## config.mk

```make
export PLATFORM = sky130hd
export DESIGN_NAME = wheel_speed_balancer
export DESIGN_NICKNAME = d
export VERILOG_FILES = /design/src/rtl/wsb_pkg.sv /design/src/rtl/wheel_speed_balancer.sv /design/src/rtl/wsb_csr.sv /design/src/rtl/wsb_period_calc.sv /design/src/rtl/wsb_width_adjust.sv
export SDC_FILE = /design/constraint.sdc
export NUM_CORES = 2
export LEC_CHECK = 0
export BUFFER_PORTS_ARGS = -buffer_cell sky130_fd_sc_hd__buf_4
export CAP_MARGIN = 0
export CORE_ASPECT_RATIO = 0.8
export CORE_MARGIN = 5
export CORE_UTILIZATION = 55
export DETAILED_ROUTE_END_ITERATION = 16
export GPL_ROUTABILITY_DRIVEN = 0
export PLACE_DENSITY_LB_ADDON = 0.05
export SYNTH_ARGS = -nofsm -noshare
export SYNTH_HDL_FRONTEND = slang
export SYNTH_SLANG_ARGS = --single-unit
```

## constraint.sdc

```tcl
create_clock -name clock -period 12.91 [get_ports clock]
set_input_delay 0.6455 -clock clock [delete_from_list [all_inputs] [get_ports clock]]
set_output_delay 0.6455 -clock clock [all_outputs]
set_load 0.01 [all_outputs]
```

## src/rtl/wsb_pkg.sv

```systemverilog
// wsb_pkg: shared types, codes and reset values of the wheel speed balancer
`timescale 1ns / 1ps

package wsb_pkg;

   localparam int unsigned WheelCount = 2;

   localparam logic [1:0] CMD_RIGHT   = 2'd0;
   localparam logic [1:0] CMD_LEFT    = 2'd1;
   localparam logic [1:0] CMD_RESTART = 2'd2;

   localparam logic [1:0] CORR_NONE     = 2'd0;
   localparam logic [1:0] CORR_LEFT_UP  = 2'd1;
   localparam logic [1:0] CORR_RIGHT_UP = 2'd2;

   localparam logic [2:0] CSR_ENABLE        = 3'd0;
   localparam logic [2:0] CSR_PERIOD_TICKS  = 3'd1;
   localparam logic [2:0] CSR_WIDTH_INITIAL = 3'd2;
   localparam logic [2:0] CSR_WIDTH_MIN     = 3'd3;
   localparam logic [2:0] CSR_WIDTH_MAX     = 3'd4;

   localparam logic        RST_ENABLE        = 1'b1;
   localparam logic [15:0] RST_PERIOD_TICKS  = 16'd999;
   localparam logic [15:0] RST_WIDTH_INITIAL = 16'd750;
   localparam logic [15:0] RST_WIDTH_MIN     = 16'd700;
   localparam logic [15:0] RST_WIDTH_MAX     = 16'd850;

   typedef enum logic [1:0] {
      ADJ_NONE  = 2'd0,
      ADJ_RAISE = 2'd1,
      ADJ_LOWER = 2'd2
   } adj_op_type;

   typedef struct packed {
      logic        enable;
      logic [15:0] period_ticks;
      logic [15:0] width_initial;
      logic [15:0] width_min;
      logic [15:0] width_max;
   } cfg_type;

   typedef struct packed {
      logic [1:0]  cmd;
      logic [31:0] period_index;
      logic [15:0] timer_value;
   } req_item_type;

   typedef struct packed {
      logic [15:0] right_width;
      logic [15:0] left_width;
      logic [31:0] right_period;
      logic [31:0] left_period;
      logic [1:0]  correction;
   } rsp_item_type;

endpackage

```

## src/rtl/wheel_speed_balancer.sv

```systemverilog
// wheel_speed_balancer: encoder period capture and pwm width balancing, top level
// the request is held in the input register and its result in the output register, which drives rsp_valid
// throughput: one item per cycle, sustained as long as results are taken
// the capture phase, periods and widths update in one pass between the two registers
// reset is synchronous and active high: both wheels await a start mark, periods read zero,
// widths load 750 and the configuration registers take their reset values
`timescale 1ns / 1ps

module wheel_speed_balancer (
   input  logic                  clock,
   input  logic                  reset,
   input  logic                  req_valid,
   output logic                  req_ready,
   input  wsb_pkg::req_item_type req_data,
   output logic                  rsp_valid,
   input  logic                  rsp_ready,
   output wsb_pkg::rsp_item_type rsp_data,
   input  logic                  csr_we,
   input  logic [2:0]            csr_index,
   input  logic [15:0]           csr_wdata
);

   wsb_pkg::cfg_type      cfg;
   wsb_pkg::req_item_type in_item_ff;
   wsb_pkg::rsp_item_type out_item_ff;
   wsb_pkg::rsp_item_type out_item_in;
   logic                  in_vld_ff;
   logic                  in_vld_in;
   logic                  out_vld_ff;
   logic                  adv;
   logic                  fire;

   logic        second_edge_ff    [wsb_pkg::WheelCount];
   logic        second_edge_in    [wsb_pkg::WheelCount];
   logic        awaiting_start_ff [wsb_pkg::WheelCount];
   logic        awaiting_start_in [wsb_pkg::WheelCount];
   logic [31:0] start_index_ff    [wsb_pkg::WheelCount];
   logic [31:0] start_index_in    [wsb_pkg::WheelCount];
   logic [15:0] start_timer_ff    [wsb_pkg::WheelCount];
   logic [15:0] start_timer_in    [wsb_pkg::WheelCount];
   logic [31:0] period_ff         [wsb_pkg::WheelCount];
   logic [31:0] period_in         [wsb_pkg::WheelCount];
   logic [15:0] width_ff          [wsb_pkg::WheelCount];
   logic [15:0] width_in          [wsb_pkg::WheelCount];
   logic [15:0] width_adj         [wsb_pkg::WheelCount];

   wsb_pkg::adj_op_type adj_op [wsb_pkg::WheelCount];
   logic                wheel;
   logic                restart;
   logic [31:0]         calc_period;
   logic                calc_forward;
   logic [31:0]         left_new;
   logic [1:0]          corr;

   wsb_csr u_csr (
      .clock     (clock),
      .reset     (reset),
      .csr_we    (csr_we),
      .csr_index (csr_index),
      .csr_wdata (csr_wdata),
      .cfg       (cfg)
   );

   // handshake and stage control
   assign adv       = !out_vld_ff || rsp_ready;
   assign fire      = in_vld_ff && adv;
   assign req_ready = !in_vld_ff || adv;
   assign in_vld_in = (req_valid && req_ready) ? 1'b1 : (adv ? 1'b0 : in_vld_ff);

   always_ff @(posedge clock) begin
      if (reset) begin
         in_vld_ff  <= 1'b0;
         out_vld_ff <= 1'b0;
      end else begin
         in_vld_ff <= in_vld_in;
         if (adv) out_vld_ff <= in_vld_ff;
      end
   end

   always_ff @(posedge clock) begin
      if (req_valid && req_ready) in_item_ff <= req_data;
      if (fire) out_item_ff <= out_item_in;
   end

   assign wheel   = in_item_ff.cmd[0];
   assign restart = (in_item_ff.cmd == wsb_pkg::CMD_RESTART);

   wsb_period_calc u_period_calc (
      .period_index (in_item_ff.period_index),
      .timer_value  (in_item_ff.timer_value),
      .start_index  (start_index_ff[wheel]),
      .start_timer  (start_timer_ff[wheel]),
      .period_ticks (cfg.period_ticks),
      .period       (calc_period),
      .forward      (calc_forward)
   );

   // capture phase and comparison
   always_comb begin
      for (int i = 0; i < wsb_pkg::WheelCount; i++) begin
         second_edge_in[i]    = second_edge_ff[i];
         awaiting_start_in[i] = awaiting_start_ff[i];
         start_index_in[i]    = start_index_ff[i];
         start_timer_in[i]    = start_timer_ff[i];
         period_in[i]         = period_ff[i];
         adj_op[i]            = wsb_pkg::ADJ_NONE;
      end
      corr     = wsb_pkg::CORR_NONE;
      left_new = calc_forward ? calc_period : period_ff[1];
      if (restart) begin
         for (int i = 0; i < wsb_pkg::WheelCount; i++) begin
            second_edge_in[i]    = 1'b0;
            awaiting_start_in[i] = 1'b1;
            start_index_in[i]    = 32'd0;
            start_timer_in[i]    = 16'd0;
         end
      end else if (((in_item_ff.cmd == wsb_pkg::CMD_RIGHT) ||
                    (in_item_ff.cmd == wsb_pkg::CMD_LEFT)) && cfg.enable) begin
         if (second_edge_ff[wheel]) begin
            second_edge_in[wheel] = 1'b0;
         end else begin
            second_edge_in[wheel] = 1'b1;
            if (awaiting_start_ff[wheel]) begin
               start_index_in[wheel]    = in_item_ff.period_index;
               start_timer_in[wheel]    = in_item_ff.timer_value;
               awaiting_start_in[wheel] = 1'b0;
            end else begin
               awaiting_start_in[wheel] = 1'b1;
               if (calc_forward) period_in[wheel] = calc_period;
               if (wheel) begin
                  if (left_new > period_ff[0]) begin
                     adj_op[1] = wsb_pkg::ADJ_RAISE;
                     adj_op[0] = wsb_pkg::ADJ_LOWER;
                     corr      = wsb_pkg::CORR_LEFT_UP;
                  end else if (left_new < period_ff[0]) begin
                     adj_op[0] = wsb_pkg::ADJ_RAISE;
                     adj_op[1] = wsb_pkg::ADJ_LOWER;
                     corr      = wsb_pkg::CORR_RIGHT_UP;
                  end
               end
            end
         end
      end
   end

   for (genvar g = 0; g < wsb_pkg::WheelCount; g++) begin : g_adjust
      wsb_width_adjust u_width_adjust (
         .op         (adj_op[g]),
         .width      (width_ff[g]),
         .width_min  (cfg.width_min),
         .width_max  (cfg.width_max),
         .width_next (width_adj[g])
      );
   end

   always_comb begin
      for (int i = 0; i < wsb_pkg::WheelCount; i++) begin
         width_in[i] = restart ? cfg.width_initial : width_adj[i];
      end
   end

   always_comb begin
      out_item_in.right_width  = width_in[0];
      out_item_in.left_width   = width_in[1];
      out_item_in.right_period = period_in[0];
      out_item_in.left_period  = period_in[1];
      out_item_in.correction   = corr;
   end

   // wheel state
   always_ff @(posedge clock) begin
      if (reset) begin
         for (int i = 0; i < wsb_pkg::WheelCount; i++) begin
            second_edge_ff[i]    <= 1'b0;
            awaiting_start_ff[i] <= 1'b1;
            start_index_ff[i]    <= 32'd0;
            start_timer_ff[i]    <= 16'd0;
            period_ff[i]         <= 32'd0;
            width_ff[i]          <= wsb_pkg::RST_WIDTH_INITIAL;
         end
      end else if (fire) begin
         for (int i = 0; i < wsb_pkg::WheelCount; i++) begin
            second_edge_ff[i]    <= second_edge_in[i];
            awaiting_start_ff[i] <= awaiting_start_in[i];
            start_index_ff[i]    <= start_index_in[i];
            start_timer_ff[i]    <= start_timer_in[i];
            period_ff[i]         <= period_in[i];
            width_ff[i]          <= width_in[i];
         end
      end
   end

   assign rsp_valid = out_vld_ff;
   assign rsp_data  = out_item_ff;

   a_stage_hold: assert property (@(posedge clock) disable iff (reset)
      (in_vld_ff && !adv) |=> (in_vld_ff && $stable(in_item_ff)))
      else $error("input stage lost an item while stalled");

   a_state_hold: assert property (@(posedge clock) disable iff (reset)
      !fire |=> ($stable(width_ff[0]) && $stable(width_ff[1]) &&
                 $stable(period_ff[0]) && $stable(period_ff[1])))
      else $error("wheel state changed without a stage transfer");

   a_fire_result: assert property (@(posedge clock) disable iff (reset)
      fire |=> out_vld_ff)
      else $error("processed item did not reach the result register");

   a_ready_full: assert property (@(posedge clock) disable iff (reset)
      !req_ready |-> (in_vld_ff && out_vld_ff && !rsp_ready))
      else $error("request side stalled with room available");

   a_corr_left: assert property (@(posedge clock) disable iff (reset)
      (fire && (corr != wsb_pkg::CORR_NONE)) |-> (in_item_ff.cmd == wsb_pkg::CMD_LEFT))
      else $error("correction reported for an item other than a left edge");

endmodule

```

## src/rtl/wsb_csr.sv

```systemverilog
// wsb_csr: configuration registers with their reset values
`timescale 1ns / 1ps

module wsb_csr (
   input  logic             clock,
   input  logic             reset,
   input  logic             csr_we,
   input  logic [2:0]       csr_index,
   input  logic [15:0]      csr_wdata,
   output wsb_pkg::cfg_type cfg
);

   wsb_pkg::cfg_type cfg_ff;

   always_ff @(posedge clock) begin
      if (reset) begin
         cfg_ff.enable        <= wsb_pkg::RST_ENABLE;
         cfg_ff.period_ticks  <= wsb_pkg::RST_PERIOD_TICKS;
         cfg_ff.width_initial <= wsb_pkg::RST_WIDTH_INITIAL;
         cfg_ff.width_min     <= wsb_pkg::RST_WIDTH_MIN;
         cfg_ff.width_max     <= wsb_pkg::RST_WIDTH_MAX;
      end else if (csr_we) begin
         case (csr_index)
            wsb_pkg::CSR_ENABLE:        cfg_ff.enable        <= csr_wdata[0];
            wsb_pkg::CSR_PERIOD_TICKS:  cfg_ff.period_ticks  <= csr_wdata;
            wsb_pkg::CSR_WIDTH_INITIAL: cfg_ff.width_initial <= csr_wdata;
            wsb_pkg::CSR_WIDTH_MIN:     cfg_ff.width_min     <= csr_wdata;
            wsb_pkg::CSR_WIDTH_MAX:     cfg_ff.width_max     <= csr_wdata;
            default: begin
            end
         endcase
      end
   end

   assign cfg = cfg_ff;

endmodule

```

## src/rtl/wsb_period_calc.sv

```systemverilog
// wsb_period_calc: wheel period from two capture marks, modulo 2^32
`timescale 1ns / 1ps

module wsb_period_calc (
   input  logic [31:0] period_index,
   input  logic [15:0] timer_value,
   input  logic [31:0] start_index,
   input  logic [15:0] start_timer,
   input  logic [15:0] period_ticks,
   output logic [31:0] period,
   output logic        forward
);

   logic [31:0] index_diff;
   logic [31:0] product;

   assign forward    = (period_index >= start_index);
   assign index_diff = period_index - start_index;
   assign product    = index_diff * {16'd0, period_ticks};
   assign period     = product + {16'd0, timer_value} - {16'd0, start_timer};

endmodule

```

## src/rtl/wsb_width_adjust.sv

```systemverilog
// wsb_width_adjust: bounded raise by two or lower by one of one pulse width
`timescale 1ns / 1ps

module wsb_width_adjust (
   input  wsb_pkg::adj_op_type op,
   input  logic [15:0]         width,
   input  logic [15:0]         width_min,
   input  logic [15:0]         width_max,
   output logic [15:0]         width_next
);

   logic [16:0] raised;
   logic [16:0] floor_limit;

   assign raised      = {1'b0, width} + 17'd2;
   assign floor_limit = {1'b0, width_min} + 17'd1;

   always_comb begin
      width_next = width;
      case (op)
         wsb_pkg::ADJ_RAISE: begin
            if (raised < {1'b0, width_max}) width_next = raised[15:0];
         end
         wsb_pkg::ADJ_LOWER: begin
            if ({1'b0, width} > floor_limit) width_next = width - 16'd1;
         end
         default: begin
         end
      endcase
   end

endmodule

```

Yosys cells after proc, flatten, opt, wreduce, memory -nomap -nowiden. Memory sizes are Yosys's and may differ from the RTL's. A register that Yosys moved wholly into a read port is not among the register bits. Index checks and enable logic that the tools add are counted.

Bits in registers: 215. RAM bits: 196. Output and inout bits: 100. Logic and storage cells: 159. Memories kept: 6.

Add/sub/neg operators: 8. Multiply operators: 1. Order comparisons: 9. Equal/unequal tests: 10. Mux-type cells: 70. Bitwise gates (word level): 20. Reductions and logical operators: 19.

Memories: period_ff (words 2, bits a word 32, read ports 2, clocked after Yosys merged registers in 0, write ports 2, line wheel_speed_balancer.sv:41) `logic [31:0] period_ff [wsb_pkg::WheelCount];`; start_index_ff (words 2, bits a word 32, read ports 3, clocked after Yosys merged registers in 1, write ports 2, line wheel_speed_balancer.sv:37) `logic [31:0] start_index_ff [wsb_pkg::WheelCount];`; start_timer_ff (words 2, bits a word 16, read ports 3, clocked after Yosys merged registers in 1, write ports 2, line wheel_speed_balancer.sv:39) `logic [15:0] start_timer_ff [wsb_pkg::WheelCount];`; width_ff (words 2, bits a word 16, read ports 2, clocked after Yosys merged registers in 0, write ports 2, line wheel_speed_balancer.sv:43) `logic [15:0] width_ff [wsb_pkg::WheelCount];`; awaiting_start_ff (words 2, bits a word 1, read ports 3, clocked after Yosys merged registers in 1, write ports 2, line wheel_speed_balancer.sv:35) `logic awaiting_start_ff [wsb_pkg::WheelCount];`; second_edge_ff (words 2, bits a word 1, read ports 3, clocked after Yosys merged registers in 1, write ports 2, line wheel_speed_balancer.sv:33) `logic second_edge_ff [wsb_pkg::WheelCount];`.

Operators by type and width (number): $mux W64 (9); $mux W32 (10); $mux W16 (11); $bwmux W64 (2); $pmux W16 S2 (2); $add A16 B2 Y17 const B (2); $gt A16 B17 Y1 (2); $lt A17 B16 Y1 (2); $add A32 B16 Y32 (1); $bwmux W32 (1); $demux W32 S1 (1); $ge A32 B32 Y1 (1); $gt A32 B32 Y1 (1); $lt A32 B32 Y1 (1); $mul A32 B16 Y32 (1); $sub A16 B1 Y16 const B (2); $sub A32 B16 Y32 (1); $sub A32 B32 Y32 (1); $mux W4 (6); $add A16 B1 Y17 const B (1); $mux W1 (17); $demux W16 S1 (1); $mux W2 (8); $or A1 B1 Y1 (12); other kinds (23) (41).

Longest topological paths before layout.
Depth in word-level cells: 17. Depth in mapped cells: 56. Mapped depth without buffers: 52.

By module. A second synthesis with hierarchy kept.

Cells, all modules: 3699. Area total of the unflattened synthesis: 37596.1 µm².

Modules (own cells, without submodules): wheel_speed_balancer (instances 1, cells an instance 1069, area each 15796.4 µm², sequential area each 10390.0 µm²); wsb_period_calc (instances 1, cells an instance 1741, area each 14715.4 µm², sequential area each 0.0 µm²); wsb_csr (instances 1, cells an instance 248, area each 2676.3 µm², sequential area each 1301.2 µm²); wsb_width_adjust (g_adjust[1].u_width_adjust) (instances 1, cells an instance 325, area each 2209.6 µm², sequential area each 0.0 µm²); wsb_width_adjust (g_adjust[0].u_width_adjust) (instances 1, cells an instance 316, area each 2198.4 µm², sequential area each 0.0 µm²).

Least setup slack after synthesis. Ideal clock, no wire load.

Path type: register to register. From: reg (tool-made name). To: mem width_ff[1][15] (netlist: width_ff[0][31]) (data pin). Arrival time: 12.130 ns. Required time: 12.641 ns. Slack: 0.511 ns. Stages on the path, launching flop included: 50. Cell sequence: dfxtp_1 clkbuf_1 buf_1 mux2_2 ha_1 fa_1 nor2b_1 o2111ai_2 and3_1 nor2_1 a31oi_1 o21bai_1 a21oi_1 xnor2_1 clkbuf_1 nand2_1 fa_1 fa_1 (+14 left out) a21oi_1 o21ai_0 xor3_1 xnor3_1 mux2_2 ha_1 nand4_1 nor4_1 nand2_1 nor3_1 nor3b_1 ha_1 clkbuf_1 clkbuf_1 nor2_1 mux2_2 a221oi_1 nor3_1.

RTL lines (line): end: declaration (wheel_speed_balancer.sv:43).

==> metrics.md <==
| Metric | Value |
|---|---|
| Top Ports | `174` |
| Register area share after synthesis | `0.319` |
| Worst-margin pin slew | `1.29 ns` |
| Clk_skew | `0.0283 ns` |
| Area leader, netlist | `edfxtp_1` |
| CP most frequent cell | `fa_1` |
| Share of cells above drive strength 1 | `0.126` |
| Remaining global-route overflow | `0` |
| Core footprint | `65900 um2` |
| Area Growth Syn to Fin | `11.5%` |
| Synth unique cells | `85` |
| Hold Vio Cnt, Final | `0` |
| Crit-path max FO | `15` |
| Post-synth ARST share | `0` |
| CP arrival | `12.59 ns` |
| Cell Area, Synth | `36700 um2` |
| CP peak stage delay | `0.55 ns` |
| Most frequent cells after synthesis | `563 x inv_1, 399 x nand2_1, 344 x edfxtp_1, 335 x fa_1, 250 x and2_1` |
| Fin crit period | `12.27 ns` |
| Clk sinks | `412` |
| Final ANT Viol Nets | `0` |
| Synth warn | `0` |
| Final setup vio count | `0` |
| Setup crit start kind | `register` |
| CTS tree | `built` |
| CP required | `13.22 ns` |
| Final worst slack | `0.636 ns` |
| IO Port Bufs | `173` |
| Max Cap Viol | `0` |
| Status | `finished clean` |
| Via count | `27400` |
| Antenna Cells | `0` |
| Die area | `72000 um2` |
| Filler cell count | `5511` |
| Clk slew on worst S/H paths | `0.07 ns` |
| Worst-Skew Late Latency | `0.59 ns` |
| Initial drt markers | `2405` |
| Die height | `241 um` |
| TritonRoute pass-1 iters | `6` |
| Crit-path slowest cell | `fa_1` |
| Final wirelength | `102 mm` |
| Number of cell rows | `84` |
| Via density | `5.76` |
| H-tree Lvls | `2` |
| Clk Tree Root Cell | `clkbuf_16` |
| Global-route wire length before repair | `159 mm` |
| Top FF cell, synth | `edfxtp_1` |
| Synth Instances | `3734` |
| FF+latch count, synth | `412` |
| Net Count, Synth | `4384` |
| Vias in the first global route | `28000` |
| R2R Setup Slk | `0.64 ns` |
| FF+latch area | `11700 um2` |
| Tcrit/Tclk final | `0.951` |
| Number of synthesized flops with an enable pin | `344` |
| Starting Density | `0.557` |
| Endpoint class of the critical path | `register` |
| TritonCTS Buffers | `44` |
| Crit Path Class | `reg -> reg` |
| Final net count | `4511` |
| Max Freq | `81.5 MHz` |
| Area of the multi-input gates | `22400 um2` |
| Drt drc | `0` |
| Final HPWL DP | `78.5 mm` |
| Place WS | `-0.423 ns` |
| Yosys top cell area share | `0.281` |
| Routed length per instance | `21.5 um` |
| Initial antenna violation count | `1` |
| Tightest Hold Check Type | `in -> reg` |
| Clock buffer depth | `3` |
| GRT Total Usage | `0.281` |
| Slew Limit Fails | `0` |
| RSZ-0062 raised after global routing | `no` |
| Relative slew margins | `0.133` |
| Die width | `299 um` |
| Avg Cell Area, Syn | `9.83 um2` |
| Most common cell in the netlist | `inv_1` |
| Final core occ | `0.621` |
| Pin count of the biggest net entering global routing | `108` |
| Top cells by area, synth | `edfxtp_1 28%, fa_1 18%, ha_1 8.2%` |
[through the flow]
stage	hold WS, ns	TNS [ns]	cells	area, um2
CTS	0.194	0	4751	40700
detailed placement	0.451	-5.15	4669	39100
global placement	0.446	0	4669	39100
global route	0.202	0	4757	40900
finish	0.233	0	4757	40900
floorplan	0.436	0	3734	36700
[repair_timing]
action / 4_1_cts / 5_1_grt
hold buffers: 0 / 0
cloned: 0 / 1
endpoints found under the setup margin: 48 / 64
pin swaps: 0 / 4
setup buffers: 0 / 5
resized for setup: 10 / 38
[state kept, by name, summed over array words and instances, names as in the netlist, 32 cells and up, named ones only]
register / flops
start_index_ff: 64
rsp_data: 98
width_ff: 32
start_timer_ff: 32
period_ff: 64
u_csr.cfg: 65
in_item_ff: 50
[critical path, delay by kind of cell (launching register included)]
kind / cells / cell delay, ns
buffers and inverters: 11 / 1.27
XOR/XNOR: 3 / 0.74
AO/OA/AOI/OAI: 14 / 2.42
adder cells (fa/ha/maj): 11 / 4.60
AND/OR/NAND/NOR: 10 / 2.02
multiplexers: 2 / 0.57
flip-flops: 1 / 0.39
[layout by cell type (no fill, tap or decap), types with 28 or more instances in the layout]
master | synthesis | final
edfxtp_1 | 344 | 344
xnor2_1 | 71 | 68
nand2_1 | 399 | 397
a21o_1 | 48 | 48
a21oi_1 | 151 | 151
mux2_2 | 96 | 96
and3_1 | 29 | 28
nand3b_1 | 33 | 33
ha_1 | 241 | 239
buf_4 | 1 | 254
dfxtp_1 | 68 | 67
nor3_1 | 32 | 31
o21ai_0 | 81 | 78
fa_1 | 335 | 335
nand2b_1 | 40 | 39
clkbuf_16 | 0 | 48
nand3_1 | 50 | 50
nor2b_1 | 43 | 41
and2_1 | 250 | 249
xor2_1 | 42 | 41
inv_1 | 563 | 561
nor2_1 | 225 | 217
nand4_1 | 33 | 33
mux2i_1 | 156 | 155
[cells by family (layout without fill, tap and decap cells)]
group | count (synthesis) | in the layout | synth area share
compound gates | 439 | 439 | 0.0757
xor+xnor | 119 | 119 | 0.0305
fa+ha+maj | 576 | 576 | 0.265
buf+inv | 742 | 905 | 0.0763
flops | 412 | 412 | 0.319
mux | 259 | 259 | 0.0742
simple gates | 1187 | 1187 | 0.160
[final timing paths]
check | endpoint | cells past startpoint | start
setup / recovery | width_ff[0][25]$_SDFFCE_PN1P_ | 51 | start_index_ff[0][0]$_SDFFCE_PP0P_
hold reg to reg | u_csr.cfg[44]$_SDFFE_PP0P_ | 2 | u_csr.cfg[44]$_SDFFE_PP0P_
hold / removal | in_item_ff[47]$_DFFE_PP_ | 1 | req_data[47]
setup reg to reg | width_ff[0][25]$_SDFFCE_PN1P_ | 51 | start_index_ff[0][0]$_SDFFCE_PP0P_
[area by class of cell]
class | instances | share of cell area
clock buffers | 62 | 0.0316
clock inverters | 20 | 0.00801
inverters | 564 | 0.0518
multi-input cells | 2580 | 0.548
flip-flops and latches | 412 | 0.286
well taps | 860 | 0.0263
repair buffers | 259 | 0.0488
[routing by layer]
metal / global-route usage / part of all wire
met3: 0.0746 / 0.10
met2: 0.431 / 0.43
met5: 0 / 0.00013
met1: 0.406 / 0.44
met4: 0.0669 / 0.025
Power is left out: the tool's default activity adds up to more than one toggle a clock period on the data nets, which glitch-free logic cannot reach.
